File: src/design/frr_pkg.sv
// shared types and constants for the fractional rate resampler
// no dependencies
package frr_pkg;

   localparam int PHASE_BITS = 26;
   localparam int RATIO_BITS = 24;
   localparam int COEF_BITS  = 16;
   localparam int CSR_BITS   = 24;
   localparam int CNT_BITS   = 9;

   localparam logic [2:0] CSR_DOWN_MODE = 3'd0;
   localparam logic [2:0] CSR_STEP      = 3'd1;
   localparam logic [2:0] CSR_B0        = 3'd2;
   localparam logic [2:0] CSR_B1        = 3'd3;
   localparam logic [2:0] CSR_B2        = 3'd4;
   localparam logic [2:0] CSR_A1        = 3'd5;
   localparam logic [2:0] CSR_A2        = 3'd6;

endpackage

File: src/design/frr_mac.sv
// biquad filter unit: one shared multiplier, one tap per cycle
// depends on frr_pkg
module frr_mac #(
   parameter int SAMPLE_BITS    = 16,
   parameter int COEF_FRAC_BITS = 14
) (
   input  logic                                   clock,
   input  logic                                   reset,
   input  logic                                   start,
   input  logic signed [SAMPLE_BITS-1:0]          x_in,
   input  logic signed [5*frr_pkg::COEF_BITS-1:0] coefs,
   output logic                                   done,
   output logic signed [SAMPLE_BITS-1:0]          y_out
);
   localparam int PROD_BITS = SAMPLE_BITS + frr_pkg::COEF_BITS;
   localparam int ACC_BITS  = PROD_BITS + 4;
   localparam logic signed [SAMPLE_BITS-1:0] SMAX = {1'b0, {(SAMPLE_BITS-1){1'b1}}};
   localparam logic signed [SAMPLE_BITS-1:0] SMIN = {1'b1, {(SAMPLE_BITS-1){1'b0}}};

   logic [2:0] tap_ff, tap_in;
   logic       run_ff, run_in;
   logic       done_ff, done_in;
   logic signed [ACC_BITS-1:0]    acc_ff, acc_in;
   logic signed [SAMPLE_BITS-1:0] x1_ff, x1_in, x2_ff, x2_in, y1_ff, y1_in, y2_ff, y2_in;
   logic signed [SAMPLE_BITS-1:0] y_ff, y_in;
   logic signed [SAMPLE_BITS-1:0] op_s;
   logic signed [frr_pkg::COEF_BITS-1:0] op_c;
   logic signed [PROD_BITS-1:0]   prod;
   logic signed [ACC_BITS-1:0]    sum_full, shifted;

   // operand select per tap
   always_comb begin
      case (tap_ff)
         3'd0:    begin op_s = x_in;  op_c = coefs[0*16 +: 16]; end
         3'd1:    begin op_s = x1_ff; op_c = coefs[1*16 +: 16]; end
         3'd2:    begin op_s = x2_ff; op_c = coefs[2*16 +: 16]; end
         3'd3:    begin op_s = y1_ff; op_c = coefs[3*16 +: 16]; end
         default: begin op_s = y2_ff; op_c = coefs[4*16 +: 16]; end
      endcase
      prod = op_s * op_c;
      if (tap_ff >= 3'd3) sum_full = acc_ff - ACC_BITS'(prod);
      else                sum_full = acc_ff + ACC_BITS'(prod);
      shifted = sum_full >>> COEF_FRAC_BITS;
   end

   // sequencer
   always_comb begin
      tap_in = tap_ff; run_in = run_ff; acc_in = acc_ff; done_in = 1'b0;
      x1_in = x1_ff; x2_in = x2_ff; y1_in = y1_ff; y2_in = y2_ff; y_in = y_ff;
      if (start && !run_ff) begin
         run_in = 1'b1; tap_in = 3'd0; acc_in = '0;
      end else if (run_ff) begin
         acc_in = sum_full;
         tap_in = tap_ff + 3'd1;
         if (tap_ff == 3'd4) begin
            run_in = 1'b0; done_in = 1'b1;
            if (shifted > ACC_BITS'(SMAX))      y_in = SMAX;
            else if (shifted < ACC_BITS'(SMIN)) y_in = SMIN;
            else                                y_in = shifted[SAMPLE_BITS-1:0];
            x2_in = x1_ff; x1_in = x_in; y2_in = y1_ff; y1_in = y_in;
         end
      end
   end

   always_ff @(posedge clock) begin
      if (reset) begin
         tap_ff <= '0; run_ff <= 1'b0; done_ff <= 1'b0; acc_ff <= '0;
         x1_ff <= '0; x2_ff <= '0; y1_ff <= '0; y2_ff <= '0; y_ff <= '0;
      end else begin
         tap_ff <= tap_in; run_ff <= run_in; done_ff <= done_in; acc_ff <= acc_in;
         x1_ff <= x1_in; x2_ff <= x2_in; y1_ff <= y1_in; y2_ff <= y2_in; y_ff <= y_in;
      end
   end

   assign done  = done_ff;
   assign y_out = y_ff;
endmodule

File: src/design/frr_div.sv
// serial restoring divider: signed quotient from a magnitude division, one bit per cycle
// depends on nothing
module frr_div #(
   parameter int NUM_BITS = 25,
   parameter int DEN_BITS = 9
) (
   input  logic                       clock,
   input  logic                       reset,
   input  logic                       start,
   input  logic signed [NUM_BITS-1:0] num,
   input  logic [DEN_BITS-1:0]        den,
   output logic                       done,
   output logic signed [NUM_BITS-1:0] quot
);
   localparam int CB = $clog2(NUM_BITS + 1);
   logic [NUM_BITS-1:0] q_ff, q_in;
   logic [DEN_BITS:0]   r_ff, r_in;
   logic [DEN_BITS:0]   trial;
   logic [CB-1:0]       cnt_ff, cnt_in;
   logic                run_ff, run_in, neg_ff, neg_in, done_ff, done_in;

   always_comb begin
      q_in = q_ff; r_in = r_ff; cnt_in = cnt_ff; run_in = run_ff;
      neg_in = neg_ff; done_in = 1'b0;
      trial = {r_ff[DEN_BITS-1:0], q_ff[NUM_BITS-1]};
      if (start && !run_ff) begin
         neg_in = num[NUM_BITS-1];
         q_in   = num[NUM_BITS-1] ? NUM_BITS'(-num) : num;
         r_in   = '0; cnt_in = CB'(NUM_BITS); run_in = 1'b1;
      end else if (run_ff) begin
         // shift-subtract step
         if (trial >= {1'b0, den}) begin
            r_in = trial - {1'b0, den};
            q_in = {q_ff[NUM_BITS-2:0], 1'b1};
         end else begin
            r_in = trial;
            q_in = {q_ff[NUM_BITS-2:0], 1'b0};
         end
         cnt_in = cnt_ff - CB'(1);
         if (cnt_ff == CB'(1)) begin run_in = 1'b0; done_in = 1'b1; end
      end
   end

   always_ff @(posedge clock) begin
      if (reset) begin
         run_ff <= 1'b0; done_ff <= 1'b0; cnt_ff <= '0; neg_ff <= 1'b0;
      end else begin
         run_ff <= run_in; done_ff <= done_in; cnt_ff <= cnt_in; neg_ff <= neg_in;
      end
      q_ff <= q_in; r_ff <= r_in;
   end

   assign done = done_ff;
   assign quot = neg_ff ? NUM_BITS'(-q_ff) : q_ff;
endmodule

File: src/design/fractional_rate_resampler.sv
// fractional rate resampler, zero-order hold up / biquad plus mean down
// channels: req_ in, rsp_ out, both valid/ready; csr_ write port.
// one input transfer is taken, then the block is busy until its burst of
// results is fully delivered. each input adds 1.0 to a Q10.16 phase;
// while the phase is not negative one result is sent and step_ratio is
// subtracted, at most MAX_BURST results per input, the last marked by
// rsp_burst_end.
// in down mode each input first passes the five-tap filter on the shared
// multiplier, and the first result of a burst with a non-zero count waits
// on the bit-serial divider. results stay in the output register while
// rsp_ready is low; nothing is lost and the sequencer waits.
// reset is synchronous: phase, hold, sum, count and filter history go to
// zero and the registers to their reset values.
// config must be written only while idle; the block itself does not enforce it.
module fractional_rate_resampler #(
   parameter int SAMPLE_BITS    = 16,
   parameter int COEF_FRAC_BITS = 14,
   parameter int MAX_BURST      = 64
) (
   input  logic                          clock,
   input  logic                          reset,
   input  logic                          req_valid,
   output logic                          req_ready,
   input  logic signed [SAMPLE_BITS-1:0] req_in_sample,
   output logic                          rsp_valid,
   input  logic                          rsp_ready,
   output logic signed [SAMPLE_BITS-1:0] rsp_out_sample,
   output logic                          rsp_burst_end,
   input  logic                          csr_write,
   input  logic [2:0]                    csr_index,
   input  logic [frr_pkg::CSR_BITS-1:0]  csr_data
);
   localparam int PB = frr_pkg::PHASE_BITS;
   localparam int NB = frr_pkg::CNT_BITS;
   localparam int SB = SAMPLE_BITS + NB;
   localparam int BB = $clog2(MAX_BURST + 1);
   localparam logic signed [PB-1:0] PONE = PB'(65536);
   localparam logic signed [PB-1:0] PMAX = {1'b0, {(PB-1){1'b1}}};

   localparam logic [2:0] ST_IDLE = 3'd0;
   localparam logic [2:0] ST_FILT = 3'd1;
   localparam logic [2:0] ST_TEST = 3'd2;
   localparam logic [2:0] ST_DIV  = 3'd3;
   localparam logic [2:0] ST_OUT  = 3'd4;

   logic [2:0] st_ff, st_in;
   logic       mode_ff;
   logic [frr_pkg::RATIO_BITS-1:0] step_ff;
   logic [5*frr_pkg::COEF_BITS-1:0] coef_ff;
   logic signed [PB-1:0] ph_ff, ph_in;
   logic signed [SAMPLE_BITS-1:0] held_ff, held_in, x_ff, x_in;
   logic signed [SB-1:0] sum_ff, sum_in;
   logic [NB-1:0] cnt_ff, cnt_in;
   logic [BB-1:0] n_ff, n_in;
   logic signed [SAMPLE_BITS-1:0] out_ff, out_in;
   logic end_ff, end_in;
   logic signed [PB:0] ph_add;
   logic signed [PB-1:0] ph_sub;
   logic [BB-1:0] n_next;
   logic mac_start, mac_done, div_start, div_done;
   logic signed [SAMPLE_BITS-1:0] y_f;
   logic signed [SB-1:0] q;

   // config registers
   always_ff @(posedge clock) begin
      if (reset) begin
         mode_ff <= 1'b0; step_ff <= 24'd65536;
         coef_ff <= {16'd0, 16'd0, 16'd0, 16'd0, 16'd16384};
      end else if (csr_write) begin
         case (csr_index)
            frr_pkg::CSR_DOWN_MODE: mode_ff <= csr_data[0];
            frr_pkg::CSR_STEP:      step_ff <= csr_data;
            frr_pkg::CSR_B0:        coef_ff[0*16 +: 16] <= csr_data[15:0];
            frr_pkg::CSR_B1:        coef_ff[1*16 +: 16] <= csr_data[15:0];
            frr_pkg::CSR_B2:        coef_ff[2*16 +: 16] <= csr_data[15:0];
            frr_pkg::CSR_A1:        coef_ff[3*16 +: 16] <= csr_data[15:0];
            frr_pkg::CSR_A2:        coef_ff[4*16 +: 16] <= csr_data[15:0];
            default: ;
         endcase
      end
   end

   frr_mac #(.SAMPLE_BITS(SAMPLE_BITS), .COEF_FRAC_BITS(COEF_FRAC_BITS)) u_mac (
      .clock(clock), .reset(reset), .start(mac_start), .x_in(x_ff),
      .coefs(coef_ff), .done(mac_done), .y_out(y_f));

   frr_div #(.NUM_BITS(SB), .DEN_BITS(NB)) u_div (
      .clock(clock), .reset(reset), .start(div_start), .num(sum_ff),
      .den(cnt_ff), .done(div_done), .quot(q));

   assign ph_add = {ph_ff[PB-1], ph_ff} + {PONE[PB-1], PONE};
   assign ph_sub = ph_ff - PB'(step_ff);
   assign n_next = n_ff + BB'(1);

   // sequencer
   always_comb begin
      st_in = st_ff; ph_in = ph_ff; held_in = held_ff; x_in = x_ff;
      sum_in = sum_ff; cnt_in = cnt_ff; n_in = n_ff; out_in = out_ff;
      end_in = end_ff;
      mac_start = 1'b0; div_start = 1'b0;
      case (st_ff)
         ST_IDLE: begin
            if (req_valid) begin
               x_in = req_in_sample; n_in = '0;
               ph_in = (ph_add > $signed({1'b0, PMAX})) ? PMAX : ph_add[PB-1:0];
               if (mode_ff) st_in = ST_FILT;
               else begin held_in = req_in_sample; st_in = ST_TEST; end
            end
         end
         ST_FILT: begin
            // one filter pass per input, no restart on the done cycle
            mac_start = !mac_done;
            if (mac_done) begin
               held_in = y_f;
               if (cnt_ff != {NB{1'b1}}) begin
                  sum_in = sum_ff + SB'(y_f); cnt_in = cnt_ff + NB'(1);
               end
               st_in = ST_TEST;
            end
         end
         ST_TEST: begin
            // emit one result or finish
            if (!ph_ff[PB-1] && (n_ff != BB'(MAX_BURST))) begin
               ph_in = ph_sub; n_in = n_next;
               end_in = ph_sub[PB-1] || (n_next == BB'(MAX_BURST));
               if (!mode_ff)               begin out_in = held_ff; st_in = ST_OUT; end
               else if (cnt_ff == '0)     begin out_in = '0; st_in = ST_OUT; end
               else begin div_start = 1'b1; st_in = ST_DIV; end
            end else st_in = ST_IDLE;
         end
         ST_DIV: begin
            if (div_done) begin
               out_in = q[SAMPLE_BITS-1:0]; sum_in = '0; cnt_in = '0; st_in = ST_OUT;
            end
         end
         ST_OUT: begin
            if (rsp_ready) st_in = end_ff ? ST_IDLE : ST_TEST;
         end
         default: st_in = ST_IDLE;
      endcase
   end

   always_ff @(posedge clock) begin
      if (reset) begin
         st_ff <= ST_IDLE; ph_ff <= '0; held_ff <= '0; sum_ff <= '0; cnt_ff <= '0;
         n_ff <= '0; end_ff <= 1'b0;
      end else begin
         st_ff <= st_in; ph_ff <= ph_in; held_ff <= held_in; sum_ff <= sum_in;
         cnt_ff <= cnt_in; n_ff <= n_in; end_ff <= end_in;
      end
      x_ff <= x_in; out_ff <= out_in;
   end

   assign req_ready      = (st_ff == ST_IDLE);
   assign rsp_valid      = (st_ff == ST_OUT);
   assign rsp_out_sample = out_ff;
   assign rsp_burst_end  = end_ff;
endmodule

File: config.mk
export PLATFORM = sky130hd
export DESIGN_NAME = fractional_rate_resampler
export DESIGN_NICKNAME = d
export VERILOG_FILES = /design/src/design/frr_pkg.sv /design/src/design/frr_mac.sv /design/src/design/frr_div.sv /design/src/design/fractional_rate_resampler.sv
export SDC_FILE = /design/constraint.sdc
export NUM_CORES = 2
export LEC_CHECK = 0
export BUFFER_PORTS_ARGS = -buffer_cell sky130_fd_sc_hd__buf_2
export CAP_MARGIN = 20
export CELL_PAD_IN_SITES_DETAIL_PLACEMENT = 0
export CELL_PAD_IN_SITES_GLOBAL_PLACEMENT = 1
export CORE_ASPECT_RATIO = 0.9
export CORE_UTILIZATION = 45
export DETAILED_ROUTE_END_ITERATION = 6
export PLACE_DENSITY_LB_ADDON = 0.1
export RECOVER_POWER = 25
export SLEW_MARGIN = 0
export SYNTH_ARGS = -nofsm -noshare
export SYNTH_HDL_FRONTEND = slang
export SYNTH_SLANG_ARGS = --single-unit
File: constraint.sdc
create_clock -name clock -period 18.1 [get_ports clock]
set_input_delay 0.905 -clock clock [delete_from_list [all_inputs] [get_ports clock]]
set_output_delay 0.905 -clock clock [all_outputs]
set_load 0.05 [all_outputs]
==> flow_metrics.tcl <==
set metrics [dict create \
    status "finished with violations" \
    violations "capacitance limit, slew limit" \
    layout_commonest_cell "nand2_1" \
    maxSlewHeadroom -2.05 \
    setup_ws_ns 5.16 \
    clock_path_buffers 3 \
    powerDensity_nw_per_um2 130 \
    worst_ep_required_time_ns 18.53 \
    slew_viol_final 205 \
    drtIter0Drc 1871 \
    hold_violations 0 \
    synth-edff-count 57 \
    cp-start-kind "flip-flop" \
    syn_area_um2 31300 \
    fp.dieH_um 252 \
    num_rows 91 \
    avgViaCountPerCell 5.65 \
    port_buffers 66 \
    wirelength_um 95300 \
    synthArstFlopShare 0 \
    die_x_um 280 \
    worst_slew_pin_slew_ns 4.58 \
    critical_path.top_delay_family "adder cells" \
    start_util 0.456 \
    slowest_stage "a31oi_1" \
    drt-pass1-iter-count 5 \
    hold_class "reg -> reg" \
    drv_cap 3 \
    place.gp.congestion 0.931 \
    cts_tree "yes" \
    grt_pass1_wl_um 151000 \
    syn_nets 4319 \
    post_synth.cell_area_avg_um2 8.21 \
    finish.utilization 0.496 \
    fmax_mhz 77.3 \
    final.period_utilization 0.715 \
    hold_ws_ns 0.452 \
    grt_max_degree 90 \
    die-area_um2 70700 \
    ys.flop_type "dfxtp_1" \
    dp_hpwl_um 72100 \
    fin_skew_ns 0.0340 \
    cts-htree-levels 2 \
    syn_to_final_growth_pct 8.78 \
    synth_cells 3814 \
    track_usage 0.272 \
    critical_path_class "reg -> reg" \
    grt_pass1_vias 26813 \
    cts_root_buf "clkbuf_16" \
    vias 27001 \
    antenna_found_initial 2 \
    seq_area_frac_synth 0.255 \
    route.detailed.drc 0 \
    pre_cts_ws_ns 4.96 \
    setup_viol_count_final 0 \
    ys_types 90 \
    ys_ff_latch 371 \
    cpPeakStageDelay_ns 0.79 \
    fin_nets 4316 \
    layout_common_cells "553 x nand2_1, 407 x nor2_1, 403 x inv_1, 313 x dfxtp_1" \
    post-route-min-period_ns 12.94 \
    clkSinkCount 371 \
    io_pins 67 \
    worst_ep_arrival_time_ns 13.37 \
    drive_gt1_frac 0.0645 \
    ir_drop_mv 0.0794 \
    crit_path_end_kind "flip-flop" \
    ant_nets 0 \
    hold_buffers 0 \
    crit_top_cell "fa_1" \
    ys_warn_count 0 \
    clkTransAtPathRegs_ns 0.06 \
    insertion_delay_ns 0.58 \
    timing.setup.tns_ns 0 \
    cts_resized 0 \
    finalPower_uw 4430 \
    core_um2 68700 \
    p_leak_uw 0.0145 \
    overflow 0 \
    crit_buf_inv 7 \
    cts_buffers 42 \
    crit_path_max_fanout 82 \
    wl_per_cell_um 19.9 \
    rsz0062_at_grt "no" \
    cts_setup_buffers 0 \
]
per-stage QoR:
| stage | cells | cell area, um2 |
|---|---|---|
| after floorplan | 3814 | 31300 |
| after CTS | 4770 | 34000 |
| after global routing | 4777 | 34100 |
| after detailed placement | 4692 | 32600 |
| after global placement | 4691 | 32600 |
| final | 4777 | 34100 |
where the power goes:
group	switching [uW]	leakage, uW	internal, uW
Combinational	1700	0.0107	935
Clock	370	0.000680	504
Sequential	35.8	0.00307	880
Total	2110	0.0145	2320
area by class of cell:
cell class | count | area [um2]
inverter | 405 | 1520
tap | 930 | 1160
clock inverter | 23 | 238
fill | 6818 | 34600
timing repair buffer | 125 | 776
multi-input combinational | 2866 | 21200
clock buffer | 55 | 1170
antenna | 2 | 5.00
sequential | 371 | 8000
worst register-to-register path, delay by kind of cell, from the launching register on:
kind	cells	cell delay [ns]
AO/OA/AOI/OAI	13	3.83
XOR/XNOR	3	0.77
adder cells (fa/ha/maj)	10	4.20
buffers and inverters	7	1.31
flip-flops	1	0.43
AND/OR/NAND/NOR	9	2.26
worst paths after layout:
kind	from	to	slack [ns]	cells past startpoint
worst max-delay path	u_mac.tap_ff[0]	u_mac.y_out[14]	5.16	42
worst max register to register	u_mac.tap_ff[0]	u_mac.y_out[14]	5.16	42
worst min-delay path	u_mac.x2_ff[3]	u_mac.x2_ff[3]	0.45	2
worst min register to register	u_mac.x2_ff[3]	u_mac.x2_ff[3]	0.45	2
registers in the layout, indices dropped and copies added, names as in the netlist, 3 cells and up:
register        count
coef_ff            80
step_ff            24
rsp_out_sample     16
u_div.q_ff         25
n_ff                7
u_div.cnt_ff        5
st_ff               3
u_mac.x2_ff        16
sum_ff             25
held_ff            16
u_mac.y_out        16
u_mac.acc_ff       36
u_mac.tap_ff        3
u_mac.x1_ff        16
ph_ff              26
u_mac.y2_ff        16
u_div.r_ff          9
x_ff               16
cnt_ff              9
cell families (layout without fill, tap and decap cells):
group                    Yosys count  after routing  share of synthesized area
AO/OA/AOI/OAI                    861            861                      0.178
buffers and inverters            577            608                     0.0700
AND/OR/NAND/NOR                 1317           1317                      0.183
other                              0              2                          0
flip-flops                       371            371                      0.255
adder cells (fa/ha/maj)          457            457                      0.246
multiplexers                      58             58                     0.0187
XOR/XNOR                         173            173                     0.0486
Yosys cell counts, drive strengths merged (22+ instances only):
cell    number  area, um2
buf         26        125
nand3       70        350
nor2b       26        163
a31oi       43        269
or3         37        241
clkbuf     146        548
mux2i       53        531
a22oi       86        646
nor2       410       1550
a211oi      37        278
xnor2       95        840
xor2        78        683
a31o        28        245
edfxtp      57       1710
nor3        55        275
inv        404       1520
o21ai      178        895
a21o        52        390
nand2      553       2080
a21oi      268       1350
and3        23        144
nand2b      50        313
fa         266       5330
ha         191       2390
o21a        22        165
dfxtp      314       6290
per-layer routing:
layer	GRT usage	wire length (um)
met1	0.375	43200
met2	0.435	43300
met3	0.0500	6240
met4	0.0743	2490
met5	0	0
No activity file was read; power rests on OpenSTA's default activity.
